### src/sv/tlik_pkg.sv
// Shared types, status codes and the arctangent table of the two-link IK unit.
package tlik_pkg;

  localparam int ANG_BITS = 40;
  localparam int ZW = 44;
  localparam int GUARD = 16;

  localparam logic [1:0] STATUS_OK = 2'd0;
  localparam logic [1:0] STATUS_DIST = 2'd1;
  localparam logic [1:0] STATUS_WS = 2'd2;

  typedef struct packed {
    logic               valid;
    logic [1:0]         status;
    logic signed [16:0] tx;
    logic signed [16:0] ty;
  } meta_t;

  function automatic logic signed [ZW-1:0] atan_tab(input logic [4:0] idx);
    logic signed [ZW-1:0] val;
    case (idx)
      5'd0: val = 44'sd863554413089;
      5'd1: val = 44'sd509785937287;
      5'd2: val = 44'sd269356888665;
      5'd3: val = 44'sd136729762476;
      5'd4: val = 44'sd68630207382;
      5'd5: val = 44'sd34348560106;
      5'd6: val = 44'sd17178471287;
      5'd7: val = 44'sd8589759836;
      5'd8: val = 44'sd4294945451;
      5'd9: val = 44'sd2147480917;
      5'd10: val = 44'sd1073741483;
      5'd11: val = 44'sd536870869;
      5'd12: val = 44'sd268435451;
      5'd13: val = 44'sd134217727;
      default: val = ZW'(64'd1 << (ANG_BITS - int'(idx)));
    endcase
    return val;
  endfunction

endpackage

### src/sv/tlik_sqrt_cell.sv
// One digit step of the pipelined integer square root.
module tlik_sqrt_cell #(
  parameter int SW = 26,
  parameter int CWID = 14,
  parameter int BIT_POS = 24
) (
  input  logic                   clk_i,
  input  logic                   rst_ni,
  input  tlik_pkg::meta_t        meta_i,
  input  logic [SW-1:0]          rad_i,
  input  logic [SW-1:0]          res_i,
  input  logic signed [CWID-1:0] c_i,
  output tlik_pkg::meta_t        meta_o,
  output logic [SW-1:0]          rad_o,
  output logic [SW-1:0]          res_o,
  output logic signed [CWID-1:0] c_o
);
  import tlik_pkg::*;

  localparam logic [SW-1:0] BIT = SW'(1) << BIT_POS;

  logic [SW-1:0] trial;
  logic [SW-1:0] rad_d, rad_q;
  logic [SW-1:0] res_d, res_q;
  logic signed [CWID-1:0] c_q;
  meta_t meta_q;

  always_comb begin
    trial = res_i + BIT;
    if (rad_i >= trial) begin
      rad_d = rad_i - trial;
      res_d = (res_i >> 1) + BIT;
    end else begin
      rad_d = rad_i;
      res_d = res_i >> 1;
    end
  end

  always_ff @(posedge clk_i or negedge rst_ni) begin
    if (!rst_ni) begin
      meta_q <= '0;
    end else begin
      meta_q <= meta_i;
    end
  end

  always_ff @(posedge clk_i) begin
    rad_q <= rad_d;
    res_q <= res_d;
    c_q <= c_i;
  end

  assign meta_o = meta_q;
  assign rad_o = rad_q;
  assign res_o = res_q;
  assign c_o = c_q;
endmodule

### config.mk
export PLATFORM = sky130hd
export DESIGN_NAME = tlik_sqrt_cell
export DESIGN_NICKNAME = d
export VERILOG_FILES = /design/src/sv/tlik_pkg.sv /design/src/sv/tlik_sqrt_cell.sv
export SDC_FILE = /design/constraint.sdc
export NUM_CORES = 1
export LEC_CHECK = 0
export ABC_AREA = 1
export BUFFER_PORTS_ARGS = -buffer_cell sky130_fd_sc_hd__buf_2
export CAP_MARGIN = 20
export CORE_ASPECT_RATIO = 1.1
export CORE_MARGIN = 2
export CORE_UTILIZATION = 45
export CTS_CLUSTER_DIAMETER = 50
export DETAILED_ROUTE_END_ITERATION = 12
export HOLD_SLACK_MARGIN = 0.02
export PLACE_DENSITY = 0.76
export SKIP_CTS_REPAIR_TIMING = 1
export SYNTH_ARGS = -nofsm -noshare
export SYNTH_HDL_FRONTEND = slang
export SYNTH_SLANG_ARGS = --single-unit
### constraint.sdc
create_clock -name clk_i -period 0.9 [get_ports clk_i]
set_input_delay 0.09 -clock clk_i [delete_from_list [all_inputs] [get_ports clk_i]]
set_output_delay 0.09 -clock clk_i [all_outputs]
set_load 0.01 [all_outputs]
==> impl_results.md <==
- Via count: approximately 5200
- Mapped Cells: 619
- Pre-antenna DRT Iters: 4
- Period utilisation layout: 165%
- Clock power frac: 29.4%
- Final setup fails: 65
- Final hold violations: 0
- Final Util: 77.6%
- Root Buffer: clkbuf_16
- Startpoint types: input port
- Sw power: ~4000 uW
- Pwr Total: between 10000 and 15000 uW
- Failing checks: negative setup slack
- Layout Nets: 1131
- Worst Max-Slew Pin Slew: 0.250 ns
- Register clock-pin slew on the reported worst setup and hold paths: 0.07 ns
- Compound-cell area share of the yosys netlist: 4.84%
- Synth area leaders: dfxtp_1, dfrtp_1, nand2_1
- Cell-internal power: 8840 uW
- Fin. max-slew vios: 0
- Pleak: approximately 0.0046 uW
- Unrepaired setup endpoints after global routing: yes
- Hold EP: rad_o[15]
- Min-delay worst type: in2reg
- Main combinational cell family by area after synthesis: simple AND/OR/NAND/NOR gates
- Site Rows: 39
- Dpl hpwl: 11000 um
- Slowest stage delay, CP: 0.34 ns
- Worst path cell trace: buf_2 > xnor2_1 > ha_1 > nand2_2 > nor2_1 > nor2_1 > nand2_1 > a21oi_4 > nand3_4 > buf_12 > nand2_2 > o21ai_2
- Initial antenna violation count: 0
- CTS sink count: ~100
- Global-route usage over all layers: 22.8%
- Pwr dens: 1580 nW/um^2
- MaxCap Viol Count: 0
- CP arrival: 1.73 ns
- Synth-to-layout area growth: 66.6%
- Required time worst endpoint: 1.15 ns
- Die area: 11700 sq um
- Hold WS: 0.00850 ns
- DRC: 0
- F_max: 674 MHz
- Die height: about 110 um
- Worst setup slack after layout: -0.585 ns
- Outcome: complete, but fails checks
- Sw Ratio: 31.1%
- Max clock buf depth: 2
- Crit path kind: in2reg
- Post-synth ARST share: 35.9%
- Ant diodes: 0
- Adder-cell share of the synthesized area: 7.07%
- Simple-gate area share of the yosys netlist: approximately 28%
- Yosys top cell by area: dfxtp_1
- I/O pins: 208
- First-pass GRT wire length: 20500 um
- Post-route ant nets: 0
- CP max FO: 19
- Comb pwr share: 30.2%
- Top FF cell, synth: dfxtp_1
- Seq pwr share: 40.4%
- Die width: 103 um
- Routability cong.: 0.948
- Clock H-tree levels: 3
- Vias in the first global route: 4506
- Total routed wirelength: between 15000 and 20000 um
- TNS Setup: -16.91 ns
- Overflow after GRT: 0
- Yosys reg bits: ~100
- Num CTS Buffers: 9
- Post-synth EDFFs: 0
- Syn Nets: 751
- Place WS: -0.947 ns
- Crit-path slowest cell: ha_1
- Core ar.: 10500 sq um
- Synthesized area per cell: 7.89 sq um
- Vias/cell: 4.58
- Top cell type's share of synthesized area: 27.0%
- Clock period minus worst slack: ~1.5 ns
- Layout cells sized above 1: 38.4%
- Starting density of the core: 46.6%
- Synth Area in XOR/XNOR: 2.33%
- Iter 0 DRT Violations: 222
- Routed WL per cell: 14.4 um
- CTS tree: yes
- Crit path buffers/inverters: 2
- Post-Syn Area: just under 5000 sq um
- Ys Warns: 0
- Family with the most delay on the worst path: simple AND/OR/NAND/NOR gates
- PortBufs: 207
- Max VDD drop: 0.934 mV
- Largest net degree at the start of global routing: 38
- CP endpoint kind: flip-flop
- Worst relative slew slack: ~83%
- Mux contribution to synthesized area: 0%
- Seq/Total Area, Yosys: 46.0%
- Hold Path Origin: rad_i[15]
- Synth cell types: 30
- Worst Hold Depth: 3
==> worst max path at each step <==
stage              start   endpoint  depth (start not counted)
4_1_cts        res_i[25]  res_o[24]                         13
2_1_floorplan   rad_i[0]   rad_o[1]                         13
3_3_place_gp   res_i[25]  res_o[24]                         13
3_5_place_dp   res_i[25]  res_o[24]                         13
5_1_grt        res_i[25]  rad_o[12]                         12
6_report       res_i[25]  rad_o[12]                         12
==> flip-flops by register name (all words and copies together) (netlist names) <==
| name | flops |
|---|---|
| res_o | 26 |
| meta_o | 37 |
| c_o | 14 |
| rad_o | 26 |
==> stage by stage <==
step           cell area (sq um)  instances
6_report                    8140       1147
3_5_place_dp                6730       1042
5_1_grt                     8140       1147
4_1_cts                     7010       1058
3_3_place_gp                6730       1042
2_1_floorplan               4930        619
==> routing by layer <==
metal  vias to the layer above  track usage, %  share of wire (%)
met4                         0            8.68                3.6
met3                        39            4.39                6.1
met2                       197            42.2                 51
met1                      2382            25.1                 39
li1                       2630               -                  -
met5                         -               0                  0
==> cell usage after synthesis (all sizes together) (3+ instances only) <==
cell / count
and2: 3
nand3: 31
inv: 131
nand3b: 4
o21ai: 14
buf: 6
xor2: 12
ha: 26
dfrtp: 37
dfxtp: 66
nor2: 36
nand4: 20
a21oi: 16
nand2: 209
==> placed cells by master, fill, tap and decap left out, types with 2 or more instances in the layout <==
master         instances
nand3b_1               4
nor2_1                27
clkbuf_16              9
nand3_1               19
clkinv_4               2
nor2_2                 7
buf_12                 4
buf_6                 26
o21ai_2               14
a21oi_2                2
nand3_2               11
ha_4                   3
inv_8                  2
dfrtp_1               37
dfxtp_2               19
nor2_4                 2
buf_2                181
dlygate4sd3_1         88
buf_4                 77
xor2_1                12
o21bai_1               2
a21oi_1               13
clkinv_1               2
nand2_1              192
dfxtp_1               47
and2_1                 3
nand2_2               16
inv_1                128
ha_1                  23
nand4_1               19
==> power by group through the flow <==
stage / Clock [uW] / Combinational (uW) / Sequential (uW)
6_report: 3770 / 3880 / 5190
2_1_floorplan: 0 / 1560 / 5460
3_3_place_gp: 0 / 3290 / 5220
4_1_cts: 3770 / 3350 / 5120
3_5_place_dp: 0 / 3340 / 5220
5_1_grt: 4010 / 4250 / 5220
==> layout make-up <==
| class | instances | area, sq um |
|---|---|---|
| Inverter | 132 | 510 |
| Tap cell | 143 | 179 |
| Sequential cell | 103 | 2270 |
| Clock buffer | 9 | 225 |
| Clock inverter | 7 | 56.3 |
| Multi-Input combinational cell | 377 | 2160 |
| Fill cell | 740 | 2350 |
| Timing Repair Buffer | 376 | 2740 |
==> cells by family after synthesis <==
group / after synthesis
xor gates and xnor gates: 13
DFF: 103
and+or+nand+nor: 304
buffers and inverters: 139
AOI/OAI and AO/OA: 33
adders and majority gates: 27
No activity file was read; power rests on OpenSTA's default activity.
