[src/sv/tlik_pkg.sv]
// Shared types, status codes and the arctangent table of the two-link IK unit.
package tlik_pkg;

  localparam int ANG_BITS = 40;
  localparam int ZW = 44;
  localparam int GUARD = 16;

  localparam logic [1:0] STATUS_OK = 2'd0;
  localparam logic [1:0] STATUS_DIST = 2'd1;
  localparam logic [1:0] STATUS_WS = 2'd2;

  typedef struct packed {
    logic               valid;
    logic [1:0]         status;
    logic signed [16:0] tx;
    logic signed [16:0] ty;
  } meta_t;

  function automatic logic signed [ZW-1:0] atan_tab(input logic [4:0] idx);
    logic signed [ZW-1:0] val;
    case (idx)
      5'd0: val = 44'sd863554413089;
      5'd1: val = 44'sd509785937287;
      5'd2: val = 44'sd269356888665;
      5'd3: val = 44'sd136729762476;
      5'd4: val = 44'sd68630207382;
      5'd5: val = 44'sd34348560106;
      5'd6: val = 44'sd17178471287;
      5'd7: val = 44'sd8589759836;
      5'd8: val = 44'sd4294945451;
      5'd9: val = 44'sd2147480917;
      5'd10: val = 44'sd1073741483;
      5'd11: val = 44'sd536870869;
      5'd12: val = 44'sd268435451;
      5'd13: val = 44'sd134217727;
      default: val = ZW'(64'd1 << (ANG_BITS - int'(idx)));
    endcase
    return val;
  endfunction

endpackage

[src/sv/tlik_cordic_cell.sv]
// One vectoring micro-rotation for the three arctangent lanes.
module tlik_cordic_cell #(
  parameter int CW = 36,
  parameter int STAGE = 0
) (
  input  logic                           clk_i,
  input  logic                           rst_ni,
  input  tlik_pkg::meta_t                meta_i,
  input  logic signed [CW-1:0]           x_i [3],
  input  logic signed [CW-1:0]           y_i [3],
  input  logic signed [tlik_pkg::ZW-1:0] z_i [3],
  output tlik_pkg::meta_t                meta_o,
  output logic signed [CW-1:0]           x_o [3],
  output logic signed [CW-1:0]           y_o [3],
  output logic signed [tlik_pkg::ZW-1:0] z_o [3]
);
  import tlik_pkg::*;

  localparam logic signed [ZW-1:0] ANG = atan_tab(5'(STAGE));

  logic signed [CW-1:0] x_d [3];
  logic signed [CW-1:0] y_d [3];
  logic signed [ZW-1:0] z_d [3];
  logic signed [CW-1:0] x_q [3];
  logic signed [CW-1:0] y_q [3];
  logic signed [ZW-1:0] z_q [3];
  meta_t meta_q;

  always_comb begin
    for (int l = 0; l < 3; l++) begin
      if (!y_i[l][CW-1]) begin
        x_d[l] = x_i[l] + (y_i[l] >>> STAGE);
        y_d[l] = y_i[l] - (x_i[l] >>> STAGE);
        z_d[l] = z_i[l] + ANG;
      end else begin
        x_d[l] = x_i[l] - (y_i[l] >>> STAGE);
        y_d[l] = y_i[l] + (x_i[l] >>> STAGE);
        z_d[l] = z_i[l] - ANG;
      end
    end
  end

  always_ff @(posedge clk_i or negedge rst_ni) begin
    if (!rst_ni) begin
      meta_q <= '0;
    end else begin
      meta_q <= meta_i;
    end
  end

  always_ff @(posedge clk_i) begin
    x_q <= x_d;
    y_q <= y_d;
    z_q <= z_d;
  end

  assign meta_o = meta_q;
  assign x_o = x_q;
  assign y_o = y_q;
  assign z_o = z_q;
endmodule

[config.mk]
export PLATFORM = sky130hd
export DESIGN_NAME = tlik_cordic_cell
export DESIGN_NICKNAME = d
export VERILOG_FILES = /design/src/sv/tlik_pkg.sv /design/src/sv/tlik_cordic_cell.sv
export SDC_FILE = /design/constraint.sdc
export NUM_CORES = 1
export LEC_CHECK = 0
export ABC_CLOCK_PERIOD_IN_PS = 800
export BUFFER_PORTS_ARGS = -buffer_cell sky130_fd_sc_hd__clkbuf_2
export CAP_MARGIN = 0
export CORE_AREA = 2 2 299 301
export CTS_CLUSTER_SIZE = 40
export DETAILED_ROUTE_END_ITERATION = 16
export DIE_AREA = 0 0 301 303
export SLEW_MARGIN = 10
export SYNTH_ARGS = -nofsm -noshare
export SYNTH_HDL_FRONTEND = slang
export SYNTH_SLANG_ARGS = --single-unit
export TNS_END_PERCENT = 20
[constraint.sdc]
create_clock -name clk_i -period 0.8 [get_ports clk_i]
set_input_delay 0.16 -clock clk_i [delete_from_list [all_inputs] [get_ports clk_i]]
set_output_delay 0.16 -clock clk_i [all_outputs]
set_load 0.05 [all_outputs]
==> reports/results.txt <==
failing checks -> negative hold slack, negative setup slack
max capacitance violation total -> 0
final hold slack -> -0.274 ns
RD Place Congestion -> 1.02
largest net degree at the start of global routing -> 99
area of the core -> 88,000 um^2
Num Clock Sinks -> 382
chain of cells forming the critical path -> buf_8, ha_4, fa_2, nor2b_4, o21a_1, o311ai_4, a31oi_2, a221oi_2, o311ai_2, nand2_2, o41ai_4, a221oi_2, mux2i_1, xnor2_1
Starting Density -> 36.7%
number of nets still failing antenna checks after routing -> 0
unrepaired setup endpoints after global routing -> true
sum of negative setup slack -> -574.26 ns
placed cell area -> 49,400 um^2
leakage power figure -> 28.9 nW
CP Max Fanout -> 3
1st-iter DRT viols -> 2,871
die outline area -> 91,200 um^2
routed via count -> 40,600
Distinct cells, synth -> 87
met3 usage -> 6.68%
Period minus WS final -> 2.42 ns
global-route wire length before repair -> 227,000 um
EDFF count, synth -> 0
layout overhead on the synthesized area -> 84.6%
initial antenna violation count -> 11
met1 track demand over resource in global routing -> 37.9%
ratio of cells with drive above 1 in the final layout -> 50.8%
slew at the pin closest to its max-slew limit -> 1.25 ns
Tot Pwr -> 113 mW
total grt overflow -> 0
Buffers on Ports -> 771
Die Span X -> 301 um
FP Rows -> 109
final routed wire length divided by cell count -> 20.4 um
result of the run -> finished, violations left
maximum buffer depth of the clock tree -> 3
chip height -> 303 um
Finished Cell Area -> 59,700 um^2
Vias/cell -> 5.28
post-synthesis instance area -> 32,300 um^2
synthesized netlist cell count -> 4,097
arrival time reported for the critical path endpoint -> 2.96 ns
final standard cell utilization of the core -> 67.8%
clock transition at the register clock pins on the worst setup and hold paths after CTS -> 0.06 ns
clock root cell -> sky130_fd_sc_hd__clkbuf_16
highest-utilization routing layer at the global route stage -> met2
Setup crit end kind -> flip-flop
worst slew slack as a fraction of its limit -> 16.8%
mean post-synth cell area -> 7.89 um^2
number of placed cells counting well taps -> 7,313
Most used DFF post-synth -> sky130_fd_sc_hd__dfxtp_1
number of buffers added by the clock tree synthesis step -> 49
global-route usage over all layers -> 31.7%
GRT met2 Usage -> 53.8%
sequential cell area fraction in the yosys report -> 24.2%
share of flip-flops with an asynchronous set or reset -> 9.69%
number of buffers and inverters on the critical path -> 1
gate family responsible for the most delay along the worst path -> compound AO/OA/AOI/OAI gates
CTS tree -> done
cell type of the slowest stage on the worst timing path -> sky130_fd_sc_hd__a221oi_2
H-tree level count -> 2
Worst Slack Setup Final -> -1.62 ns
type of the most critical hold path -> input pin to flip-flop
Worst setup SP type -> input pin
final standard cell count with taps included and fillers excluded -> 7,689
net count after synthesis -> 4,937
Yosys warning total -> 0
number of global-route vias before repair -> 40,000
Finish-stage setup viols -> 752
Residual DRC -> 0
maximum frequency from static timing analysis -> 413 MHz
delay of the slowest critical-path stage -> 0.40 ns
Tcrit/Tclk final -> 303%
Routed WL -> 157,000 um
detailed-router iteration count before antenna repair -> 5
number of synthesized register bits -> 382
hold violation total from the final report -> 40
cell seen most often among critical-path stages -> sky130_fd_sc_hd__a221oi_2
Total Nets Final -> 7,316
worst-case setup slack after placement -> -2.61 ns
count of final max-slew check failures -> 0
worst-case vdd ir drop -> 2.85 mV
PwrDens -> 1890 nW/um^2
startpoint-to-endpoint class of the critical path -> input pin to flip-flop
required time at the endpoint of the critical path -> 1.33 ns
DP HPWL -> 120,000 um
IO Count -> 772
[state kept, by name, summed over array words and instances, names as in the netlist]
| signal | flops |
|---|---|
| x_o | 107 |
| y_o | 106 |
| meta_o | 37 |
| z_o | 132 |
[synthesized netlist by cell type (25+ instances only)]
| cell type | n | share of area, % |
|---|---|---|
| sky130_fd_sc_hd__nor2_1 | 326 | 3.8 |
| sky130_fd_sc_hd__a31oi_1 | 38 | 0.74 |
| sky130_fd_sc_hd__nor2b_1 | 43 | 0.83 |
| sky130_fd_sc_hd__and2_1 | 25 | 0.48 |
| sky130_fd_sc_hd__o21a_1 | 46 | 1.1 |
| sky130_fd_sc_hd__xnor2_1 | 242 | 6.6 |
| sky130_fd_sc_hd__xor2_1 | 85 | 2.3 |
| sky130_fd_sc_hd__clkbuf_1 | 114 | 1.3 |
| sky130_fd_sc_hd__a21o_1 | 156 | 3.6 |
| sky130_fd_sc_hd__dfrtp_1 | 37 | 2.9 |
| sky130_fd_sc_hd__inv_1 | 345 | 4.0 |
| sky130_fd_sc_hd__nand4_1 | 48 | 0.93 |
| sky130_fd_sc_hd__nand3_1 | 58 | 0.90 |
| sky130_fd_sc_hd__buf_1 | 26 | 0.30 |
| sky130_fd_sc_hd__o31ai_1 | 29 | 0.67 |
| sky130_fd_sc_hd__o211ai_1 | 26 | 0.60 |
| sky130_fd_sc_hd__dfxtp_1 | 345 | 21 |
| sky130_fd_sc_hd__a21oi_1 | 532 | 8.2 |
| sky130_fd_sc_hd__a211oi_1 | 40 | 0.93 |
| sky130_fd_sc_hd__nand2_1 | 192 | 2.2 |
| sky130_fd_sc_hd__nand2b_1 | 46 | 0.89 |
| sky130_fd_sc_hd__nor3_1 | 81 | 1.3 |
| sky130_fd_sc_hd__o21bai_1 | 115 | 2.7 |
| sky130_fd_sc_hd__ha_1 | 441 | 17 |
| sky130_fd_sc_hd__mux2i_1 | 45 | 1.4 |
| sky130_fd_sc_hd__o21ai_0 | 264 | 4.1 |
[timing repair]
item                                   4_1_cts  5_1_grt
gates cloned                                 3        0
resized for setup                          849      464
buffers inserted                           155      124
pin swaps                                  437      394
endpoints found under the hold margin      188       48
hold buffers                                59        1
setup endpoints to repair                  714      753
[layout by cell type (no fill, tap or decap), types with 21 or more instances in the layout]
cell and instances:
sky130_fd_sc_hd__o21a_1 42, sky130_fd_sc_hd__nor3_2 21, sky130_fd_sc_hd__inv_1 302, sky130_fd_sc_hd__clkbuf_2 649
sky130_fd_sc_hd__nand4_1 48, sky130_fd_sc_hd__dfxtp_1 345, sky130_fd_sc_hd__nand2_1 170, sky130_fd_sc_hd__buf_12 74
sky130_fd_sc_hd__clkbuf_16 54, sky130_fd_sc_hd__ha_4 110, sky130_fd_sc_hd__nor2b_1 28, sky130_fd_sc_hd__dlygate4sd3_1 60
sky130_fd_sc_hd__a21oi_4 43, sky130_fd_sc_hd__dfrtp_1 37, sky130_fd_sc_hd__nor3_1 50, sky130_fd_sc_hd__inv_4 23
sky130_fd_sc_hd__xnor2_2 23, sky130_fd_sc_hd__buf_4 1504, sky130_fd_sc_hd__clkbuf_8 25, sky130_fd_sc_hd__ha_1 318
sky130_fd_sc_hd__o21ai_2 64, sky130_fd_sc_hd__xor2_1 79, sky130_fd_sc_hd__a21o_1 155, sky130_fd_sc_hd__buf_8 27
sky130_fd_sc_hd__o21ai_1 65, sky130_fd_sc_hd__mux2i_1 41, sky130_fd_sc_hd__xnor2_1 217, sky130_fd_sc_hd__buf_6 143
sky130_fd_sc_hd__o211ai_1 26, sky130_fd_sc_hd__nand2b_1 41, sky130_fd_sc_hd__nand3_1 48, sky130_fd_sc_hd__o21ai_0 141
sky130_fd_sc_hd__o21bai_1 101, sky130_fd_sc_hd__a211oi_2 24, sky130_fd_sc_hd__nor2_1 296, sky130_fd_sc_hd__a21oi_2 113
sky130_fd_sc_hd__a21oi_1 377
[layout make-up]
class / instances / area (um^2)
antenna: 8 / 20.0
clock buffer: 61 / 1350
clock inverter: 30 / 419
fill: 6914 / 28300
inverter: 366 / 1520
multi-input combinational: 3189 / 27900
sequential: 382 / 7830
tap: 1165 / 1460
timing repair buffer: 2488 / 19200
[worst paths after layout]
check | from | end | depth (start not counted)
min | z_i[44] | z_o[44] | 2
min in group asynchronous | rst_ni | meta_o[11] | 4
max in group asynchronous | rst_ni | meta_o[22] | 4
max | y_i[36] | y_o[70] | 14
[cells by family (layout without fill, tap and decap cells)]
| family | Yosys count | count (layout) | synth area share [%] |
|---|---|---|---|
| buf+inv | 526 | 2945 | 6.22 |
| flops | 382 | 382 | 24.2 |
| other cells | 0 | 8 | 0 |
| xor+xnor | 327 | 327 | 8.86 |
| mux | 47 | 47 | 1.46 |
| simple gates | 932 | 932 | 13.7 |
| compound gates | 1430 | 1430 | 27.7 |
| fa+ha+maj | 453 | 453 | 17.8 |
[layer usage]
metal  vias to the layer above  share of wire, %  wire length (um)
met5                         -             0.021                33
met4                         6               5.7              9010
met3                       460               7.2             11200
met2                      1651                47             74400
met1                     19200                40             62200
li1                      19200                 -                 -
[power breakdown]
part | total [mW] | internal (mW) | switching [mW]
clock | 24.8 | 14.7 | 10.1
sequential | 25.7 | 23.3 | 2.37
combinational | 62.5 | 25.4 | 37.1
Power figures use the tool's default switching activity.
